**src/rtl/core/dess_pkg.sv**
```systemverilog
// Package: sizes, codes, hash functions and control types of the edge set store.
package dess_pkg;

    localparam int EDGE_SLOTS = 1024;
    localparam int HASH_SLOTS = 2048;
    localparam int ADJ_SLOTS  = 2048;
    localparam int EW = $clog2(EDGE_SLOTS);
    localparam int HW = $clog2(HASH_SLOTS);
    localparam int AW = $clog2(ADJ_SLOTS);
    localparam int CW = EW + 1;
    localparam int QDEPTH = 2;
    localparam int HA_MAX = (HASH_SLOTS > ADJ_SLOTS) ? HASH_SLOTS : ADJ_SLOTS;
    localparam int CLR_SLOTS = (HA_MAX > EDGE_SLOTS) ? HA_MAX : EDGE_SLOTS;
    localparam int CLRW = $clog2(CLR_SLOTS);

    typedef enum logic [1:0] {
        CMD_ADD   = 2'd0,
        CMD_DEL   = 2'd1,
        CMD_CHECK = 2'd2,
        CMD_COUNT = 2'd3
    } t_cmd;

    typedef enum logic [1:0] {
        ST_DONE   = 2'd0,
        ST_FULL   = 2'd1,
        ST_NOEFF  = 2'd2
    } t_status;

    typedef struct packed {
        t_cmd        cmd;
        logic [31:0] src;
        logic [31:0] dst;
        logic [HW-1:0] ehome;
        logic [AW-1:0] ahome;
    } t_item;

    typedef struct packed {
        logic valid;
        logic ready;
    } t_q_if;

    typedef enum logic [4:0] {
        S_INIT, S_IDLE, S_FE_RD, S_FE_EW, S_FE_CMP, S_FA_RD, S_FA_CMP, S_DISPATCH,
        S_ADD_FREE, S_ADD_LINK, S_ADD_ADJ, S_PL_RD, S_PL_CHK,
        S_UN_CLR, S_UN_RD, S_UN_CHK, S_UN_HASH, S_RP_RD, S_RP_CHK,
        S_DL_RD, S_DL_LINK, S_DL_FA_RD, S_DL_FA_CMP, S_CNT_RD, S_CNT_STEP,
        S_RESP
    } t_state;

    function automatic logic [31:0] mix64(input logic [63:0] k_in);
        logic [63:0] k;
        k = (~k_in) + (k_in << 18);
        k = k ^ (k >> 31);
        k = (k + (k << 2)) + (k << 4);
        k = k ^ (k >> 11);
        k = k + (k << 6);
        k = k ^ (k >> 22);
        return k[31:0];
    endfunction

    function automatic logic [31:0] mix32(input logic [31:0] k_in);
        logic [31:0] k;
        k = ~k_in + (k_in << 15);
        k = k ^ (k >> 12);
        k = k + (k << 2);
        k = k ^ (k >> 4);
        k = (k + (k << 3)) + (k << 11);
        k = k ^ (k >> 16);
        return k;
    endfunction

endpackage

```
**src/rtl/core/dess_front.sv**
```systemverilog
// Front end: accepts commands, hashes keys into a registered item, queues items.
module dess_front (
    input  logic          i_clk,
    input  logic          i_rst_n,
    input  logic          i_start,
    input  logic [1:0]    i_cmd,
    input  logic [31:0]   i_src_vertex,
    input  logic [31:0]   i_dst_vertex,
    output logic          o_busy,
    output dess_pkg::t_item o_item,
    output dess_pkg::t_q_if o_q,
    input  logic          i_pop
);
    import dess_pkg::*;

    logic          r_hv;
    t_item         r_hit;
    t_item         r_q [QDEPTH];
    logic [0:0]    r_wp, r_rp;
    logic [1:0]    r_cnt;
    logic          push, pop;
    logic [31:0]   eh, ah;

    assign o_busy = r_hv;
    assign eh = mix64({i_src_vertex, i_dst_vertex});
    assign ah = mix32(i_src_vertex);
    assign push = r_hv && (r_cnt != 2'(QDEPTH));
    assign pop  = i_pop && (r_cnt != 2'd0);
    assign o_item = r_q[r_rp];
    assign o_q.valid = (r_cnt != 2'd0);
    assign o_q.ready = (r_cnt != 2'(QDEPTH));

    always_ff @(posedge i_clk) begin
        if (!i_rst_n) begin
            r_hv <= 1'b0;
            r_wp <= '0;
            r_rp <= '0;
            r_cnt <= '0;
        end else begin
            if (i_start && !r_hv) begin
                r_hv <= 1'b1;
                r_hit.cmd   <= t_cmd'(i_cmd);
                r_hit.src   <= i_src_vertex;
                r_hit.dst   <= i_dst_vertex;
                r_hit.ehome <= eh[HW-1:0];
                r_hit.ahome <= ah[AW-1:0];
            end else if (push) begin
                r_hv <= 1'b0;
            end
            if (push) begin
                r_q[r_wp] <= r_hit;
                r_wp <= r_wp + 1'b1;
            end
            if (pop) r_rp <= r_rp + 1'b1;
            r_cnt <= r_cnt + {1'b0, push} - {1'b0, pop};
        end
    end

    busy_hold: assert property (@(posedge i_clk) disable iff (!i_rst_n)
        (r_hv && !push) |=> r_hv) else $error("held item lost");
    cnt_bound: assert property (@(posedge i_clk) disable iff (!i_rst_n)
        r_cnt <= 2'(QDEPTH)) else $error("queue overflow");
    no_pop_empty: assert property (@(posedge i_clk) disable iff (!i_rst_n)
        (r_cnt == 2'd0) |=> (r_cnt <= 2'd1)) else $error("queue underflow");
endmodule

```
**config.mk**
```make
export PLATFORM = sky130hd
export DESIGN_NAME = dess_front
export DESIGN_NICKNAME = d
export VERILOG_FILES = /design/src/rtl/core/dess_pkg.sv /design/src/rtl/core/dess_front.sv
export SDC_FILE = /design/constraint.sdc
export NUM_CORES = 1
export LEC_CHECK = 0
export ABC_AREA = 1
export BUFFER_PORTS_ARGS = -buffer_cell sky130_fd_sc_hd__buf_2
export CORE_ASPECT_RATIO = 2
export CORE_MARGIN = 2
export CORE_UTILIZATION = 60
export DETAILED_ROUTE_END_ITERATION = 7
export PLACE_DENSITY = 0.79
export SLEW_MARGIN = 25
export SYNTH_ARGS = -nofsm -noshare
export SYNTH_HDL_FRONTEND = slang
export SYNTH_SLANG_ARGS = --single-unit
```
**constraint.sdc**
```tcl
create_clock -name i_clk -period 15.5 [get_ports i_clk]
set_input_delay 3.1 -clock i_clk [delete_from_list [all_inputs] [get_ports i_clk]]
set_output_delay 3.1 -clock i_clk [all_outputs]
set_load 0.005 [all_outputs]
```
==> results of run 1 <==
[synthesized netlist by cell type (29+ instances only)]
cell type    n  area [um^2]
a21o_1      29          218
a21oi_1    185          926
edfxtp_1   264         7930
fa_1        45          901
ha_1       204         2550
inv_1      364         1370
mux2_2      88          991
nand2_1    486         1820
nand3_1     97          485
nor2_1     149          559
o21ai_0     88          440
xnor2_1    101          885
xor2_1     159         1390
[layout make-up]
| cell class | count | area [um^2] |
|---|---|---|
| clock inverters | 19 | 263 |
| multi-input cells | 1814 | 12600 |
| flip-flops and latches | 270 | 8050 |
| diodes | 1 | 2.50 |
| inverters | 366 | 1370 |
| repair buffers | 167 | 866 |
| clock buffers | 25 | 604 |
| fillers | 2950 | 12100 |
| well taps | 454 | 568 |
[routing by layer]
metal | part of all wire [%] | wire (um) | global-route usage (%)
met2 | 52 | 43000 | 78.1
met3 | 6.2 | 5140 | 7.52
met1 | 28 | 23100 | 34.8
met4 | 14 | 11500 | 45.5
met5 | 0 | 0 | 0
[state kept, by name (all words and copies together) (netlist names), named ones only]
signal and cells:
r_wp 1, r_rp 1, o_busy 1, r_cnt 2, r_hit 88, r_q 176
[how the worst min path moves through the flow]
stage,from,endpoint,slack (ns),cells past startpoint
global placement,r_hit[0]$_DFFE_PP_,r_q[0][0]$_DFFE_PP_,0.42,0
detailed placement,r_hit[19]$_DFFE_PP_,r_q[0][19]$_DFFE_PP_,0.43,0
CTS,r_hit[64]$_DFFE_PP_,r_q[1][64]$_DFFE_PP_,0.44,0
global route,r_hit[8]$_DFFE_PP_,r_q[0][8]$_DFFE_PP_,0.45,0
floorplan,r_hit[0]$_DFFE_PP_,r_q[0][0]$_DFFE_PP_,0.42,0
finish,r_hit[19]$_DFFE_PP_,r_q[0][19]$_DFFE_PP_,0.45,0
[cell families (layout without fill, tap and decap cells)]
logic type,Yosys count,count (layout),synth area share (%)
multiplexers,88,88,4.49
adder cells (fa/ha/maj),249,249,15.7
other,0,1,0
XOR/XNOR,269,269,11.1
buffers and inverters,376,577,6.40
AND/OR/NAND/NOR,819,819,15.6
AO/OA/AOI/OAI,389,389,10.3
flip-flops,270,270,36.5
[stage by stage]
step	instances	setup WS, ns	instance area [um^2]
2_1_floorplan	2460	5.29	22100
3_3_place_gp	3070	3.60	23400
3_5_place_dp	3070	3.64	23500
4_1_cts	3114	4.19	24300
5_1_grt	3116	3.33	24400
6_report	3116	3.44	24400
==> summary.md, run 1 <==
| Metric | Value |
|---|---|
| Clk root buf | `clkbuf_16` |
| Worst-case clock buffer depth | `3` |
| Max_slew headroom | `19.5%` |
| DR DRC count | `0` |
| Reg2Reg Depth | `3` |
| Kind of critical path | `in -> reg` |
| Num CTS Buffers | `24` |
| Worst path arrival time | `12.34 ns` |
| Number of max-slew violations in the final report | `0` |
| GR Util All Layers | `41.9%` |
| Port Buf Inserts | `160` |
| Post-synth cell types | `57` |
| Die W | `140 um` |
| Net count, final | `2962` |
| CP Buf/Inv Count | `5` |
| Worst Tran Pin Value | `1.20 ns` |
| Pin count of the biggest net entering global routing | `55` |
| CP max stage delay | `0.90 ns` |
| Layout cells sized above 1 | `13.3%` |
| Hold_ws | `0.446 ns` |
| Yosys reg bits | `270` |
| Post-CTS Resized | `0` |
| CP max-delay cell | `xnor2_1` |
| Max Freq | `82.9 MHz` |
| Total I/O pin count | `161` |
| H-tree levels | `1` |
| Crit path launch | `i_dst_vertex[0]` |
| Initial DRC Count | `1448` |
| Gr ovfl total | `0` |
| Post-Syn Nets | `2779` |
| Routed WL | `82700 um` |
| CTS tree | `done` |
| Cts hold-fix bufs | `0` |
| Worst Setup Start Kind | `primary input` |
| Min-Delay Path Class | `reg -> reg` |
| Global-route wire length before repair | `118000 um` |
| Cell Area, Synth | `0.0221 mm^2` |
| FP Rows | `99` |
| Status | `finished clean` |
| Reg2reg setup slack | `13.15 ns` |
| Worst-skew pair later-pin latency | `0.54 ns` |
| Crit path capture | `r_hit[19]$_DFFE_PP_` |
| Via density | `6.12` |
| Post-CTS setup buffers | `0` |
| Layout area overhead | `10.5%` |
| Commonest non-fill, non-tap cell in the layout | `nand2_1` |
| Post-Syn Instances | `2460` |
| Ys Warns | `0` |
| Asr flop ratio synth | `0%` |
| Pre-antenna DRT Iters | `6` |
| Clock sinks | `270` |
| Commonest non-fill, non-tap cells in the layout | `nand2_1, inv_1, edfxtp_1, ha_1, a21oi_1` |
| Core Area | `0.0364 mm^2` |
| Final Cycle Share | `77.8%` |
| Vias post-DR | `19100` |
| Crit path time final | `12.06 ns` |
| Most numerous cell on the critical path | `nand2_1` |
| CP Max Fanout | `4` |
| Setup-failing EPs final | `0` |
| Worst path depth | `40` |
| Die Height | `275 um` |
| Critical R2R Capture | `r_hit[75]$_DFFE_PP_` |
| Wire length per cell | `26.6 um` |
| Final Util | `66.9%` |
| Vias in the first global route | `19800` |
| HPWL Detailed | `67400 um` |
| R2R Path Start | `o_busy$_SDFFE_PN0P_` |
| Required time worst endpoint | `15.78 ns` |
| Number of synthesized flops with an enable pin | `264` |
| Die Area | `0.0384 mm^2` |
| RSZ-0062 raised after global routing | `false` |
| ANT nets after route | `0` |
| Final hold vios | `0` |
| Antenna violations before repair | `1` |
| Setup tns final | `0 ns` |
| Initial core utilization | `60.6%` |
| CP top delay family | `XOR/XNOR gates` |
| Clock Skews | `0.0144 ns` |
| Gp weighted congestion | `1.12` |
| Seq/Total Area, Yosys | `36.5%` |
| Crit path capture type | `flip-flop` |
| MaxCap Viol Count | `0` |
| Syn_area_per_cell | `8.96 um^2` |
| Most used DFF post-synth | `edfxtp_1` |
| Clk slew on worst S/H paths | `0.07 ns` |
Power of run 1 is left out: the tool's default activity adds up to more than one toggle a clock period on the data nets, which glitch-free logic cannot reach.
==> run 2, diff against run 1 <==
--- a/config.mk
+++ b/config.mk
@@ -5,13 +5,13 @@
 export SDC_FILE = /design/constraint.sdc
 export NUM_CORES = 1
 export LEC_CHECK = 0
-export ABC_AREA = 1
+export ABC_AREA = 0
 export BUFFER_PORTS_ARGS = -buffer_cell sky130_fd_sc_hd__buf_2
 export CORE_ASPECT_RATIO = 2
 export CORE_MARGIN = 2
 export CORE_UTILIZATION = 60
 export DETAILED_ROUTE_END_ITERATION = 7
-export PLACE_DENSITY = 0.79
+export PLACE_DENSITY = 0.8
 export SLEW_MARGIN = 25
 export SYNTH_ARGS = -nofsm -noshare
 export SYNTH_HDL_FRONTEND = slang
==> constraint.sdc (replaced) <==
create_clock -name i_clk -period 11.2 [get_ports i_clk]
set_input_delay 2.24 -clock i_clk [delete_from_list [all_inputs] [get_ports i_clk]]
set_output_delay 2.24 -clock i_clk [all_outputs]
set_load 0.005 [all_outputs]
==> run 2 against run 1 <==
  * Critical path depth increased by 2
  * Flip-flop and latch count unchanged
  * Synthesized cell count decreased by 25%
  * First-iteration DRC count decreased by 40%
  * Hold slack got worse by 0.0035 ns
  * Global-route usage decreased by 6.3 points
  * Final area decreased by 6.1%
  * Utilization increased by 1.1 points
==> summary.md, run 2 <==
| Metric | Value |
|---|---|
| Post-Syn Instances | `1838 (was 2460)` |
| Cell depth of the worst hold path | `0 (unchanged)` |
| Layout area overhead | `11.9% (was 10.5%)` |
| Clk slew on worst S/H paths | `0.07 ns (about the same)` |
| Post-synth cell types | `85 (was 57)` |
| Commonest non-fill, non-tap cells in the layout | `edfxtp_1, ha_1, xnor2_1, inv_1, buf_2 (was nand2_1, inv_1, edfxtp_1, ha_1, a21oi_1)` |
| Port Buf Inserts | `160 (unchanged)` |
| Most numerous cell on the critical path | `o21ai_0 (was nand2_1)` |
| Layout cells sized above 1 | `18.9% (was 13.3%)` |
| Routed WL | `63600 um (was 82700 um)` |
| Top post-synthesis cells by area | `edfxtp_1, ha_1, xnor2_1 (was edfxtp_1, ha_1, nand2_1)` |
| CP max-delay cell | `fa_1 (was xnor2_1)` |
| Worst Setup Start Kind | `primary input (unchanged)` |
| Hold_ws | `0.442 ns (was 0.446 ns)` |
| Worst-skew pair later-pin latency | `0.54 ns (about the same)` |
| Worst path depth | `42 (was 40)` |
| CTS tree | `done (unchanged)` |
| Clk root buf | `clkbuf_16 (unchanged)` |
| Post-Syn Nets | `2157 (was 2779)` |
| Wire length per cell | `25.4 um (was 26.6 um)` |
| Count leader, synth | `edfxtp_1 (was nand2_1)` |
| Post-CTS setup buffers | `0 (unchanged)` |
| Global-route wire length before repair | `93100 um (was 118000 um)` |
| Commonest non-fill, non-tap cell in the layout | `edfxtp_1 (was nand2_1)` |
| Clock sinks | `270 (unchanged)` |
| Ys Warns | `0 (unchanged)` |
| Gp weighted congestion | `1.07 (was 1.12)` |
| Pre-antenna DRT Iters | `5 (was 6)` |
| Seq/Total Area, Yosys | `39.4% (was 36.5%)` |
| Commonest cells post-synth | `edfxtp_1, ha_1, xnor2_1 (was nand2_1, inv_1, edfxtp_1)` |
| Max Freq | `94.2 MHz` |
| Cell taking the most area after synthesis | `edfxtp_1 (unchanged)` |
| Min-Delay Path Class | `reg -> reg (unchanged)` |
| GR Util All Layers | `35.6% (was 41.9%)` |
| Worst Tran Pin Value | `0.904 ns (was 1.20 ns)` |
| Clock Skews | `0.0129 ns (was 0.0144 ns)` |
| Final hold vios | `0 (unchanged)` |
| Antenna violations before repair | `2 (was 1)` |
| HPWL Detailed | `52800 um (was 67400 um)` |
| Pin count of the biggest net entering global routing | `75 (was 55)` |
| Num CTS Buffers | `24 (unchanged)` |
| FP Rows | `95 (was 99)` |
| Crit path time final | `10.62 ns` |
| Die Height | `265 um (was 275 um)` |
| MaxCap Viol Count | `0 (unchanged)` |
| Core Area | `0.0336 mm^2 (was 0.0364 mm^2)` |
| CP Buf/Inv Count | `4 (was 5)` |
| Biggest register | `r_q (unchanged)` |
| Via density | `6.11 (was 6.12)` |
| Vias in the first global route | `15900 (was 19800)` |
| Number of synthesized flops with an enable pin | `264 (unchanged)` |
| Initial DRC Count | `870 (was 1448)` |
| CP top delay family | `compound AO/OA/AOI/OAI gates (was XOR/XNOR gates)` |
| Required time worst endpoint | `11.50 ns (was 15.78 ns)` |
| Net count, final | `2371 (was 2962)` |
| Initial core utilization | `60.8% (was 60.6%)` |
| CP Max Fanout | `4 (unchanged)` |
| Max reg flops | `176 (unchanged)` |
| Cts hold-fix bufs | `0 (unchanged)` |
| Die Area | `0.0357 mm^2 (was 0.0384 mm^2)` |
| Final Cycle Share | `94.8%` |
| Cell Area, Synth | `0.0204 mm^2 (was 0.0221 mm^2)` |
| Status | `finished clean (unchanged)` |
| Gr ovfl total | `0 (unchanged)` |
| Crit path capture type | `flip-flop (unchanged)` |
| Syn_area_per_cell | `11.1 um^2 (was 8.96 um^2)` |
| Worst-case clock buffer depth | `3 (unchanged)` |
| Kind of critical path | `in -> reg (unchanged)` |
| CP max stage delay | `0.51 ns (was 0.90 ns)` |
| Most used DFF post-synth | `edfxtp_1 (unchanged)` |
| Number of max-slew violations in the final report | `0 (unchanged)` |
| Die W | `135 um (was 140 um)` |
| Total I/O pin count | `161 (unchanged)` |
| Max_slew headroom | `38.2% (was 19.5%)` |
| Worst path arrival time | `10.91 ns (was 12.34 ns)` |
| Setup-failing EPs final | `0 (unchanged)` |
| DR DRC count | `0 (unchanged)` |
| H-tree levels | `1 (unchanged)` |
| Yosys reg bits | `270 (unchanged)` |
| ANT nets after route | `0 (unchanged)` |
| Top cell type's share of synthesized area | `38.8% (was 36.0%)` |
| Largest regs | `r_q (176), r_hit (88), r_cnt (2) (unchanged)` |
| Reg2Reg Depth | `5 (was 3)` |
| Vias post-DR | `15300 (was 19100)` |
| Asr flop ratio synth | `0% (unchanged)` |
| Post-CTS Resized | `0 (unchanged)` |
## run 2: cell types whose count changed after synthesis, moves of 20 or more
cell / change
nand3_1: -77
nor2_1: -74
nand2_1: -419
a21oi_1: -64
xnor2_1: +101
o21ai_0: -26
xor2_1: -64
nand2b_1: +20
inv_1: -189
a21o_1: +69
## run 2: path summary, 6_finish.rpt
kind,startpoint,to,slack (ns)
setup reg to reg,r_cnt[0]$_SDFF_PN0_,r_q[0][20]$_DFFE_PP_,8.73
hold reg to reg,r_hit[39]$_DFFE_PP_,r_q[1][39]$_DFFE_PP_,0.44
hold / removal,r_hit[39]$_DFFE_PP_,r_q[1][39]$_DFFE_PP_,0.44
setup / recovery,i_dst_vertex[18],r_hit[20]$_DFFE_PP_,0.58
## run 2: layer usage
metal | track usage [%] | vias up | part of all wire [%]
met5 | 0 | - | 0.030
met4 | 37.3 | 2 | 13
met3 | 4.80 | 308 | 4.4
met2 | 65.7 | 655 | 53
met1 | 30.9 | 7324 | 30
li1 | - | 7031 | -
## run 2: cell type report
class,count,area (um^2)
well taps,436,546
repair buffers,210,1180
flip-flops and latches,270,8050
clock inverters,11,124
inverters,176,661
fillers,2581,10800
multi-input cells,1370,11700
clock buffers,32,631
diodes,1,2.50
## run 2: metrics by stage
step	utilization, %	setup WS, ns	area (um^2)	std cells	setup TNS (ns)
floorplan	-	1.30	20400	1838	0
global placement	65.7	0.207	22100	2462	0
detailed placement	65.7	0.0139	22100	2462	0
CTS	68.0	0.520	22900	2505	0
global route	68.0	-0.0191	22900	2505	-0.0191
finish	68.0	0.583	22900	2506	0
## run 2: worst reg2reg max path: stages, from the launching register on
cell,delay (ns)
dfxtp_1,0.34
nand2b_1,0.19
nand2_1,0.15
nor3b_2,0.23
buf_4,0.40
buf_4,0.74
## run 2: cells by family (layout without fill, tap and decap cells)
| logic type | count (synthesis) | after routing | share of synthesized area (%) |
|---|---|---|---|
| other cells | 0 | 1 | 0 |
| buf+inv | 198 | 429 | 3.63 |
| xor+xnor | 304 | 304 | 13.4 |
| flops | 270 | 270 | 39.4 |
| compound gates | 431 | 431 | 14.4 |
| fa+ha+maj | 249 | 249 | 16.9 |
| mux | 93 | 93 | 5.10 |
| simple gates | 293 | 293 | 7.28 |
Power of run 2 is left out for the same reason.
